===== config.mk =====
export PLATFORM = sky130hd
export DESIGN_NAME = button_debounce_long_press_flat
export DESIGN_NICKNAME = d
export VERILOG_FILES = /design/src/rtl/bdlp_pkg.sv /design/src/rtl/bdlp_if.sv /design/src/rtl/button_debounce_long_press.sv /design/src/rtl/bdlp_cfg_regs.sv /design/src/rtl/bdlp_alu.sv /design/src/rtl/bdlp_pin_store.sv /design/src/rtl/bdlp_seq.sv /design/src/flat_wrapper.sv
export VERILOG_INCLUDE_DIRS = /design/src /design/src/rtl
export SDC_FILE = /design/constraint.sdc
export NUM_CORES = 2
export LEC_CHECK = 0
export BUFFER_PORTS_ARGS = -buffer_cell sky130_fd_sc_hd__buf_2
export CORE_ASPECT_RATIO = 0.6
export CORE_MARGIN = 4
export CORE_UTILIZATION = 28
export CTS_CLUSTER_SIZE = 12
export DETAILED_ROUTE_END_ITERATION = 12
export PLACE_DENSITY = 0.49
export REMOVE_ABC_BUFFERS = 1
export SLEW_MARGIN = 40
export SYNTH_ARGS = -nofsm -noshare
export SYNTH_HDL_FRONTEND = slang
export SYNTH_SLANG_ARGS = --single-unit

===== constraint.sdc =====
create_clock -name clk -period 12.7 [get_ports clk]
set_input_delay 0.635 -clock clk [delete_from_list [all_inputs] [get_ports clk]]
set_output_delay 0.635 -clock clk [all_outputs]
set_load 0.01 [all_outputs]

===== src/rtl/button_debounce_long_press_assert.svh =====
// Assertion macros used by the debouncer tick sequencer.
`ifndef BUTTON_DEBOUNCE_LONG_PRESS_ASSERT_SVH
`define BUTTON_DEBOUNCE_LONG_PRESS_ASSERT_SVH

// Same-cycle implication, clocked on clk, off during reset.
`define BDLP_ASSERT_IMP(lbl, ante, cons, msg) \
	lbl: assert property (@(posedge clk) disable iff (!arst_n) (ante) |-> (cons)) \
		else $error(msg);

// Next-cycle implication, clocked on clk, off during reset.
`define BDLP_ASSERT_NXT(lbl, ante, cons, msg) \
	lbl: assert property (@(posedge clk) disable iff (!arst_n) (ante) |=> (cons)) \
		else $error(msg);

`endif


===== src/rtl/bdlp_pkg.sv =====
// Types, constants and register map of the button debouncer.
package bdlp_pkg;

	localparam int NUM_PINS  = 28;
	localparam int TIME_BITS = 32;
	localparam int PIN_W     = 5;
	localparam int THR_W     = 16;
	localparam int ADDR_W    = 4;
	localparam int DATA_W    = 32;

	typedef logic [TIME_BITS-1:0] time_t;
	typedef logic [PIN_W-1:0]     pin_t;
	typedef logic [THR_W-1:0]     thr_t;
	typedef logic [NUM_PINS-1:0]  mask_t;

	localparam thr_t DEBOUNCE_RST   = 16'd50;
	localparam thr_t LONG_PRESS_RST = 16'd500;
	localparam mask_t TRACK_RST     = '0;
	localparam pin_t LAST_PIN       = PIN_W'(NUM_PINS - 1);

	// Register index (byte address / 4)
	typedef enum logic [1:0] {
		REG_DEBOUNCE   = 2'd0,
		REG_LONG_PRESS = 2'd1,
		REG_TRACK_MASK = 2'd2
	} reg_idx_t;

	// Configuration seen by the sequencer
	typedef struct packed {
		thr_t  debounce;
		thr_t  long_press;
		mask_t track_mask;
	} cfg_t;

	// Per-pin state read at the current pin
	typedef struct packed {
		logic  deb;
		logic  earlier;
		logic  fired;
		time_t last_t;
		time_t prior_t;
	} pin_rd_t;

	// Per-pin state update controls
	typedef struct packed {
		logic step;       // copy debounced level into earlier level
		logic take;       // accept a level change at the current time
		logic new_level;
		logic clr_fired;
		logic set_fired;
	} pin_wr_t;

	// Tick sequencer states
	typedef enum logic [2:0] {
		ST_IDLE,
		ST_SCAN,
		ST_DEB,
		ST_HOLD,
		ST_PRIOR,
		ST_OUT
	} st_t;

endpackage


===== src/rtl/bdlp_if.sv =====
// Valid/ready channel interfaces for tick beats and result beats.
interface bdlp_in_if import bdlp_pkg::*; ();
	logic  valid;
	logic  ready;
	time_t now_ms;
	mask_t pin_levels;

	modport source(output valid, now_ms, pin_levels, input ready);
	modport sink(input valid, now_ms, pin_levels, output ready);
endinterface

interface bdlp_out_if import bdlp_pkg::*; ();
	logic  valid;
	logic  ready;
	pin_t  pin_index;
	logic  is_down;
	logic  press_edge;
	logic  release_edge;
	logic  long_press;
	time_t held_ms;
	time_t since_previous_ms;
	logic  last_of_tick;

	modport source(output valid, pin_index, is_down, press_edge, release_edge, long_press,
		held_ms, since_previous_ms, last_of_tick, input ready);
	modport sink(input valid, pin_index, is_down, press_edge, release_edge, long_press,
		held_ms, since_previous_ms, last_of_tick, output ready);
endinterface


===== src/rtl/button_debounce_long_press.sv =====
// Per tick the sequencer walks the pins up to the highest tracked one (all pins when none is
//   tracked) and makes three passes per tracked pin through the shared subtract/compare unit;
//   a stalled result beat holds the walk. A new tick is taken only when idle.
// Reset: arst_n clears all pin state, registers to 50 ms / 500 ms / no pins tracked,
//   and takes effect at once with no clearing pass.
module button_debounce_long_press import bdlp_pkg::*; (
	input  logic              clk,
	input  logic              arst_n,
	input  logic              psel,
	input  logic              penable,
	input  logic              pwrite,
	input  logic [ADDR_W-1:0] paddr,
	input  logic [DATA_W-1:0] pwdata,
	output logic [DATA_W-1:0] prdata,
	output logic              pready,
	bdlp_in_if.sink           in_ch,
	bdlp_out_if.source        out_ch
);

	cfg_t    cfg;
	pin_t    pin;
	time_t   now;
	pin_wr_t wr;
	pin_rd_t rd;

	bdlp_cfg_regs u_cfg (
		.clk     (clk),
		.arst_n  (arst_n),
		.psel    (psel),
		.penable (penable),
		.pwrite  (pwrite),
		.paddr   (paddr),
		.pwdata  (pwdata),
		.prdata  (prdata),
		.pready  (pready),
		.cfg     (cfg)
	);

	bdlp_pin_store u_store (
		.clk    (clk),
		.arst_n (arst_n),
		.pin    (pin),
		.now    (now),
		.wr     (wr),
		.rd     (rd)
	);

	bdlp_seq u_seq (
		.clk    (clk),
		.arst_n (arst_n),
		.cfg    (cfg),
		.in_ch  (in_ch),
		.out_ch (out_ch),
		.rd     (rd),
		.pin    (pin),
		.now    (now),
		.wr     (wr)
	);

endmodule


===== src/rtl/bdlp_cfg_regs.sv =====
// APB-style configuration registers: debounce time, long-press time, track mask.
module bdlp_cfg_regs import bdlp_pkg::*; (
	input  logic              clk,
	input  logic              arst_n,
	input  logic              psel,
	input  logic              penable,
	input  logic              pwrite,
	input  logic [ADDR_W-1:0] paddr,
	input  logic [DATA_W-1:0] pwdata,
	output logic [DATA_W-1:0] prdata,
	output logic              pready,
	output cfg_t              cfg
);

	thr_t     debounce_q;
	thr_t     long_press_q;
	mask_t    track_mask_q;
	reg_idx_t idx;
	logic     wr_en;

	assign pready = 1'b1;
	assign idx    = reg_idx_t'(paddr[ADDR_W-1:2]);
	assign wr_en  = psel && penable && pwrite && pready;

	// register writes
	always_ff @(posedge clk or negedge arst_n) begin
		if (!arst_n) begin
			debounce_q   <= DEBOUNCE_RST;
			long_press_q <= LONG_PRESS_RST;
			track_mask_q <= TRACK_RST;
		end else if (wr_en) begin
			unique case (idx)
				REG_DEBOUNCE:   debounce_q   <= pwdata[THR_W-1:0];
				REG_LONG_PRESS: long_press_q <= pwdata[THR_W-1:0];
				REG_TRACK_MASK: track_mask_q <= pwdata[NUM_PINS-1:0];
				default: ;
			endcase
		end
	end

	// read mux
	always_comb begin
		prdata = '0;
		unique case (idx)
			REG_DEBOUNCE:   prdata = DATA_W'(debounce_q);
			REG_LONG_PRESS: prdata = DATA_W'(long_press_q);
			REG_TRACK_MASK: prdata = DATA_W'(track_mask_q);
			default:        prdata = '0;
		endcase
	end

	assign cfg = '{debounce: debounce_q, long_press: long_press_q, track_mask: track_mask_q};

endmodule


===== src/rtl/bdlp_alu.sv =====
// Shared time unit: modular elapsed time and its compare against a threshold.
module bdlp_alu import bdlp_pkg::*; (
	input  time_t a,
	input  time_t b,
	input  thr_t  thr,
	output time_t diff,
	output logic  ge,
	output logic  gt
);

	time_t thr_ext;

	assign thr_ext = TIME_BITS'(thr);
	assign diff    = a - b;
	assign ge      = (diff >= thr_ext);
	assign gt      = (diff > thr_ext);

endmodule


===== src/rtl/bdlp_pin_store.sv =====
// Per-pin debounce state held in flops, one pin read and written at a time.
module bdlp_pin_store import bdlp_pkg::*; (
	input  logic    clk,
	input  logic    arst_n,
	input  pin_t    pin,
	input  time_t   now,
	input  pin_wr_t wr,
	output pin_rd_t rd
);

	logic  deb_q     [NUM_PINS];
	logic  earlier_q [NUM_PINS];
	logic  fired_q   [NUM_PINS];
	time_t last_q    [NUM_PINS];
	time_t prior_q   [NUM_PINS];

	// state update at the addressed pin
	always_ff @(posedge clk or negedge arst_n) begin
		if (!arst_n) begin
			for (int i = 0; i < NUM_PINS; i++) begin
				deb_q[i]     <= 1'b0;
				earlier_q[i] <= 1'b0;
				fired_q[i]   <= 1'b0;
				last_q[i]    <= '0;
				prior_q[i]   <= '0;
			end
		end else begin
			if (wr.step) begin
				earlier_q[pin] <= deb_q[pin];
			end
			if (wr.take) begin
				prior_q[pin] <= last_q[pin];
				last_q[pin]  <= now;
				deb_q[pin]   <= wr.new_level;
			end
			if (wr.clr_fired) begin
				fired_q[pin] <= 1'b0;
			end else if (wr.set_fired) begin
				fired_q[pin] <= 1'b1;
			end
		end
	end

	assign rd = '{deb: deb_q[pin], earlier: earlier_q[pin], fired: fired_q[pin],
		last_t: last_q[pin], prior_t: prior_q[pin]};

endmodule


===== src/rtl/bdlp_seq.sv =====
// Tick sequencer: walks the pins, drives the shared time unit, holds the result beat.
module bdlp_seq import bdlp_pkg::*; (
	input  logic    clk,
	input  logic    arst_n,
	input  cfg_t    cfg,
	bdlp_in_if.sink in_ch,
	bdlp_out_if.source out_ch,
	input  pin_rd_t rd,
	output pin_t    pin,
	output time_t   now,
	output pin_wr_t wr
);

	`include "button_debounce_long_press_assert.svh"

	st_t   state_q, state_d;
	time_t now_q;
	mask_t levels_q;
	pin_t  pin_q;

	// result register
	logic  is_down_q, press_q, release_q, long_q, last_q;
	time_t held_q, since_q;

	// shared unit hookup
	time_t alu_b, alu_diff;
	thr_t  alu_thr;
	logic  alu_ge, alu_gt;

	logic  new_level, rel, fire, higher_tracked;

	bdlp_alu u_alu (
		.a    (now_q),
		.b    (alu_b),
		.thr  (alu_thr),
		.diff (alu_diff),
		.ge   (alu_ge),
		.gt   (alu_gt)
	);

	assign new_level = ~levels_q[pin_q];
	assign rel       = !rd.deb && rd.earlier;
	assign fire      = rd.deb && !rd.fired && alu_gt;

	// any tracked pin above the current one
	always_comb begin
		higher_tracked = 1'b0;
		for (int i = 0; i < NUM_PINS; i++) begin
			if (cfg.track_mask[i] && (i > int'(pin_q))) begin
				higher_tracked = 1'b1;
			end
		end
	end

	// state register
	always_ff @(posedge clk or negedge arst_n) begin
		if (!arst_n) begin
			state_q <= ST_IDLE;
		end else begin
			state_q <= state_d;
		end
	end

	// next state, unit operand select, pin state writes
	always_comb begin
		state_d = state_q;
		alu_b   = rd.last_t;
		alu_thr = cfg.debounce;
		wr      = '0;
		unique case (state_q)
			ST_IDLE: begin
				if (in_ch.valid) begin
					state_d = ST_SCAN;
				end
			end
			ST_SCAN: begin
				priority if (cfg.track_mask[pin_q]) begin
					state_d = ST_DEB;
				end else if (pin_q == LAST_PIN) begin
					state_d = ST_IDLE;
				end
			end
			ST_DEB: begin
				wr.step      = 1'b1;
				wr.take      = (new_level != rd.deb) && alu_ge;
				wr.new_level = new_level;
				state_d      = ST_HOLD;
			end
			ST_HOLD: begin
				alu_thr      = cfg.long_press;
				wr.clr_fired = rel;
				wr.set_fired = fire;
				state_d      = ST_PRIOR;
			end
			ST_PRIOR: begin
				alu_b   = rd.prior_t;
				state_d = ST_OUT;
			end
			ST_OUT: begin
				if (out_ch.ready) begin
					state_d = last_q ? ST_IDLE : ST_SCAN;
				end
			end
			default: state_d = ST_IDLE;
		endcase
	end

	// tick capture and pin counter
	always_ff @(posedge clk or negedge arst_n) begin
		if (!arst_n) begin
			pin_q <= '0;
		end else begin
			if (state_q == ST_IDLE && in_ch.valid) begin
				pin_q <= '0;
			end else if (state_q == ST_SCAN && !cfg.track_mask[pin_q] && pin_q != LAST_PIN) begin
				pin_q <= pin_q + PIN_W'(1);
			end else if (state_q == ST_OUT && out_ch.ready && !last_q) begin
				pin_q <= pin_q + PIN_W'(1);
			end
		end
	end

	always_ff @(posedge clk) begin
		if (state_q == ST_IDLE && in_ch.valid) begin
			now_q    <= in_ch.now_ms;
			levels_q <= in_ch.pin_levels;
		end
	end

	// result fields, filled over the hold and prior passes
	always_ff @(posedge clk) begin
		if (state_q == ST_HOLD) begin
			is_down_q <= rd.deb;
			press_q   <= rd.deb && !rd.earlier;
			release_q <= rel;
			long_q    <= fire;
			held_q    <= alu_diff;
		end
		if (state_q == ST_PRIOR) begin
			since_q <= alu_diff;
			last_q  <= !higher_tracked;
		end
	end

	assign in_ch.ready = (state_q == ST_IDLE);
	assign pin         = pin_q;
	assign now         = now_q;

	assign out_ch.valid             = (state_q == ST_OUT);
	assign out_ch.pin_index         = pin_q;
	assign out_ch.is_down           = is_down_q;
	assign out_ch.press_edge        = press_q;
	assign out_ch.release_edge      = release_q;
	assign out_ch.long_press        = long_q;
	assign out_ch.held_ms           = held_q;
	assign out_ch.since_previous_ms = since_q;
	assign out_ch.last_of_tick      = last_q;

	`BDLP_ASSERT_IMP(a_busy_excl, in_ch.ready, !out_ch.valid, "tick taken while result pending")
	`BDLP_ASSERT_IMP(a_out_tracked, out_ch.valid, cfg.track_mask[pin_q], "result for untracked pin")
	`BDLP_ASSERT_IMP(a_long_down, out_ch.valid && out_ch.long_press, out_ch.is_down, "long press on released pin")
	`BDLP_ASSERT_IMP(a_press_zero, out_ch.valid && out_ch.press_edge, out_ch.held_ms == '0, "press edge with nonzero hold")
	`BDLP_ASSERT_NXT(a_tick_end, out_ch.valid && out_ch.ready && out_ch.last_of_tick, in_ch.ready, "no return to idle after last beat")

endmodule


===== src/flat_wrapper.sv =====
// flat-port wrapper written by rule: the top's interface ports become plain ports
module button_debounce_long_press_flat import bdlp_pkg::*;
  (clk, arst_n, psel, penable, pwrite, paddr, pwdata, prdata, pready, in_ch_valid, in_ch_now_ms, in_ch_pin_levels, in_ch_ready, out_ch_valid, out_ch_pin_index, out_ch_is_down, out_ch_press_edge, out_ch_release_edge, out_ch_long_press, out_ch_held_ms, out_ch_since_previous_ms, out_ch_last_of_tick, out_ch_ready);
  bdlp_in_if in_ch_i ();
  bdlp_out_if out_ch_i ();
  input  logic clk;
  input  logic arst_n;
  input  logic psel;
  input  logic penable;
  input  logic pwrite;
  input  logic [ADDR_W-1:0] paddr;
  input  logic [DATA_W-1:0] pwdata;
  output logic [DATA_W-1:0] prdata;
  output logic pready;
  input wire logic [$bits(in_ch_i.valid)-1:0] in_ch_valid;
  input wire logic [$bits(in_ch_i.now_ms)-1:0] in_ch_now_ms;
  input wire logic [$bits(in_ch_i.pin_levels)-1:0] in_ch_pin_levels;
  output wire logic [$bits(in_ch_i.ready)-1:0] in_ch_ready;
  output wire logic [$bits(out_ch_i.valid)-1:0] out_ch_valid;
  output wire logic [$bits(out_ch_i.pin_index)-1:0] out_ch_pin_index;
  output wire logic [$bits(out_ch_i.is_down)-1:0] out_ch_is_down;
  output wire logic [$bits(out_ch_i.press_edge)-1:0] out_ch_press_edge;
  output wire logic [$bits(out_ch_i.release_edge)-1:0] out_ch_release_edge;
  output wire logic [$bits(out_ch_i.long_press)-1:0] out_ch_long_press;
  output wire logic [$bits(out_ch_i.held_ms)-1:0] out_ch_held_ms;
  output wire logic [$bits(out_ch_i.since_previous_ms)-1:0] out_ch_since_previous_ms;
  output wire logic [$bits(out_ch_i.last_of_tick)-1:0] out_ch_last_of_tick;
  input wire logic [$bits(out_ch_i.ready)-1:0] out_ch_ready;
  assign in_ch_i.valid = in_ch_valid;
  assign in_ch_i.now_ms = in_ch_now_ms;
  assign in_ch_i.pin_levels = in_ch_pin_levels;
  assign in_ch_ready = in_ch_i.ready;
  assign out_ch_valid = out_ch_i.valid;
  assign out_ch_pin_index = out_ch_i.pin_index;
  assign out_ch_is_down = out_ch_i.is_down;
  assign out_ch_press_edge = out_ch_i.press_edge;
  assign out_ch_release_edge = out_ch_i.release_edge;
  assign out_ch_long_press = out_ch_i.long_press;
  assign out_ch_held_ms = out_ch_i.held_ms;
  assign out_ch_since_previous_ms = out_ch_i.since_previous_ms;
  assign out_ch_last_of_tick = out_ch_i.last_of_tick;
  assign out_ch_i.ready = out_ch_ready;
  button_debounce_long_press u_core (.clk(clk), .arst_n(arst_n), .psel(psel), .penable(penable), .pwrite(pwrite), .paddr(paddr), .pwdata(pwdata), .prdata(prdata), .pready(pready), .in_ch(in_ch_i), .out_ch(out_ch_i));
endmodule

==> impl_results.md <==
* CP Capture Type: register
* Post-route cell area at 113000 µm²
* Core Util, Final at 0.325
* Fill count at 33700
* Most frequent cells in the layout: 1930 x dfrtp_1, 1515 x mux2_2, 470 x mux4_2
* Synth top area cells: dfrtp_1 49%, mux2_2 17%, mux4_2 11%
* Cell variety after synth at 77
* Tmin final at 10.04 ns
* Row cnt at 167
* Status: finished, final reports clean
* RSZ-0062 raised after global routing: false
* DRC at 0
* Cts repair resizes at 0
* Vias after detailed routing at 58400
* GRT overflow at 0
* Top Ports at 212
* Routability Congestion at 0.813
* Endpoints failing hold at 0
* Htree depth at 4
* CTS tree: yes
* Initial drt markers at ~4700
* FF/Latch Area at 52600 µm²
* Die width at 772 µm
* Yosys top cell area share at 0.494
* Share of cells above drive strength 1 at 0.486
* Leak pwr at 51.7 nW
* 1st-pass router iterations at 5
* Final hold slack at around 0.047 ns
* Post-synth top area cell: dfrtp_1
* Routed WL per cell at between 20 and 30 µm
* Initial Util at 0.283
* Syn. warnings at 0
* Drt via density at 5.15
* CTS sink count at ~2100
* Max frequency at 0.0996 GHz
* Slew headroom at 0.346
* Pins Over Slew Limit at 0
* Final nets at 6713
* Post-synthesis sequential area ratio at 0.536
* Final period util at 0.790
* DRT antenna net count at 0
* Power share of the combinational group at 0.341
* Mapped cell area at 98100 µm²
* Syn Area/Cell at between 15 and 20 µm²
* TNS Setup at 0 ns
* Routed wire length at roughly 330 mm
* Final setup viols at 0
* Measured slew at the worst slew-check pin at 0.971 ns
* Main synth FF type: dfrtp_1
* Synth async-reset ratio at 0.938
* Clock skew at 0.0712 ns
* Critical setup path kind: register to register
* Maximum Capacitance Violations at 0
* Largest net degree at the start of global routing at 158
* Placed instance area at approximately 100000 µm²
* Sw Share at 0.367
* Area of the multi-input gates at ~42000 µm²
* Critical path launch point type: register
* Area Overhead vs Synth at 14.9%
* Most common cell after layout, fill and taps aside: dfrtp_1
* Count of non-filler cells in the finished layout at 11400
* Clock root cell: clkbuf_16
* Die Y at 466 µm
* Internal at around 14 mW
* Cell count after synthesis at approximately 6400
* Data arrival, critical path at 10.77 ns
* Worst EP required at 13.44 ns
* Power Density at 192 nW/µm²
* Seq pwr share at 0.367
* Final HPWL DP at between 150 and 200 mm
* Port bufs at 200
* Die Area at 360000 µm²
* CORE AREA at 347000 µm²
* Peak VDD IR at between 0.00015 and 0.0002 V
* Worst-Skew Late Latency at just over 0.9 ns
* Worst-path clk slew at 0.06 ns
* Placed Cells at about 11000
* Switching pwr at 7.95 mW
* Antenna violations before repair at 32
* Reg2reg setup slack at 2.66 ns
* CTS Buf Count at 219
* Clock power frac at 0.292
* Total Routing Usage GR at 0.180
* Global-route wire length before repair at approximately 470 mm
* Post-synth EDFFs at 129
* Pre-CTS setup slack at 2.83 ns
* Min-delay worst type: primary input to register
* Total power at 21.6 mW
* Crit Path Max Fanout at 56
* Vias in the first global route at 60900
* Synth Register Bits at 2073
* Max Buffers Root-to-Sink at 4
* Final worst slack at around 2.7 ns
[power by group through the flow]
stage,combinational [mW],clock [mW],sequential [mW]
2_1_floorplan,4.20,0,8.45
3_3_place_gp,7.18,0,8.03
3_5_place_dp,7.40,0,8.05
4_1_cts,7.44,6.50,7.93
5_1_grt,7.85,6.76,8.01
6_report,7.37,6.31,7.94
[sequential cells by signal, summed over array words and instances, names as in the netlist, named ones only]
signal,flops
u_core.u_cfg.debounce_q,16
u_core.u_cfg.long_press_q,16
u_core.u_cfg.track_mask_q,28
u_core.u_seq.levels_q,28
u_core.u_seq.now,32
u_core.u_seq.out_ch.held_ms,32
u_core.u_seq.out_ch.is_down,1
u_core.u_seq.out_ch.last_of_tick,1
u_core.u_seq.out_ch.long_press,1
u_core.u_seq.out_ch.pin_index,5
u_core.u_seq.out_ch.press_edge,1
u_core.u_seq.out_ch.release_edge,1
u_core.u_seq.out_ch.since_previous_ms,32
u_core.u_seq.state_q,3
u_core.u_store.deb_q,28
u_core.u_store.earlier_q,28
u_core.u_store.last_q,896
u_core.u_store.prior_q,896
[cells by family (layout without fill, tap and decap cells)]
| kind of cell | after synthesis | count (layout) | share of synthesized area |
|---|---|---|---|
| AO/OA/AOI/OAI | 455 | 455 | 0.0289 |
| XOR/XNOR | 27 | 27 | 0.00241 |
| adder cells (fa/ha/maj) | 52 | 52 | 0.00671 |
| buffers and inverters | 688 | 982 | 0.0350 |
| flip-flops | 2073 | 2073 | 0.536 |
| multiplexers | 2632 | 2632 | 0.368 |
| other | 2 | 7 | 0.0000766 |
| AND/OR/NAND/NOR | 478 | 478 | 0.0227 |
[worst max-delay path: stages, from the launching register on]
cell and delay [ns]:
dfrtp_4 0.88, buf_12 0.42, buf_4 0.42, mux4_2 0.56, mux4_2 0.59, mux2_2 0.30, buf_4 0.23, o21ai_0 0.34
ha_1 0.32, nand4_1 0.24, a2111oi_1 0.74, nor3_1 0.23, xnor2_1 0.18, buf_4 0.20, ha_1 0.33, a21o_1 0.19
a21o_1 0.16, a21oi_1 0.15, o21ai_0 0.16, nor4b_1 0.38, o21ai_0 0.13, or4_1 0.84, buf_4 0.33, and3_4 0.30
buf_12 0.28, mux2_4 0.49
[metal layers]
metal / up-vias / part of all wire / track usage / routed length [µm]
li1: 24000 / - / - / -
met1: 32400 / 0.49 / 0.275 / 162000
met2: 1628 / 0.42 / 0.260 / 140000
met3: 370 / 0.062 / 0.0382 / 20400
met4: 0 / 0.022 / 0.0390 / 7290
met5: - / 0 / 0 / 0
[area by class of cell]
cell class              count  area share
diodes                      2   0.0000444
repair buffers            553      0.0427
clock buffers             331      0.0570
well taps                4647      0.0516
inverters                  62     0.00218
multi-input cells        3649       0.377
flip-flops and latches   2073       0.466
clock inverters            36     0.00326
[final timing paths]
path	cells past startpoint	startpoint	end
worst max-delay path	25	u_core.u_seq.out_ch.pin_index[0]$_DFFE_PN0P_	u_core.u_store.last_q[881]$_DFFE_PN0P_
worst min-delay path	2	pwdata[26]	u_core.u_cfg.track_mask_q[26]$_DFFE_PN0P_
worst max register to register	25	u_core.u_seq.out_ch.pin_index[0]$_DFFE_PN0P_	u_core.u_store.last_q[881]$_DFFE_PN0P_
worst min register to register	2	register	register
max in group asynchronous	8	arst_n	u_core.u_store.prior_q[272]$_DFFE_PN0P_
min in group asynchronous	2	arst_n	u_core.u_store.last_q[520]$_DFFE_PN0P_
[timing repair]
action | 4_1_cts | 5_1_grt
endpoints found under the hold margin | 238 | 0
buffers inserted | 0 | 0
hold buffers | 85 | 0
[synthesized netlist by cell type, drive strengths merged, types with 12 or more instances]
master / n
dfrtp: 1935
mux2: 1915
mux4: 470
buf: 326
clkbuf: 300
mux2i: 247
nand2: 234
o21ai: 135
edfxtp: 129
a21oi: 107
o22ai: 80
nor2: 75
inv: 62
ha: 51
nand3: 33
nor3: 27
nand4: 25
and3: 21
and2: 20
o221ai: 20
xnor2: 18
a211oi: 16
nor2b: 15
a21o: 12
Note: power is estimated with default switching activity, not from simulation.
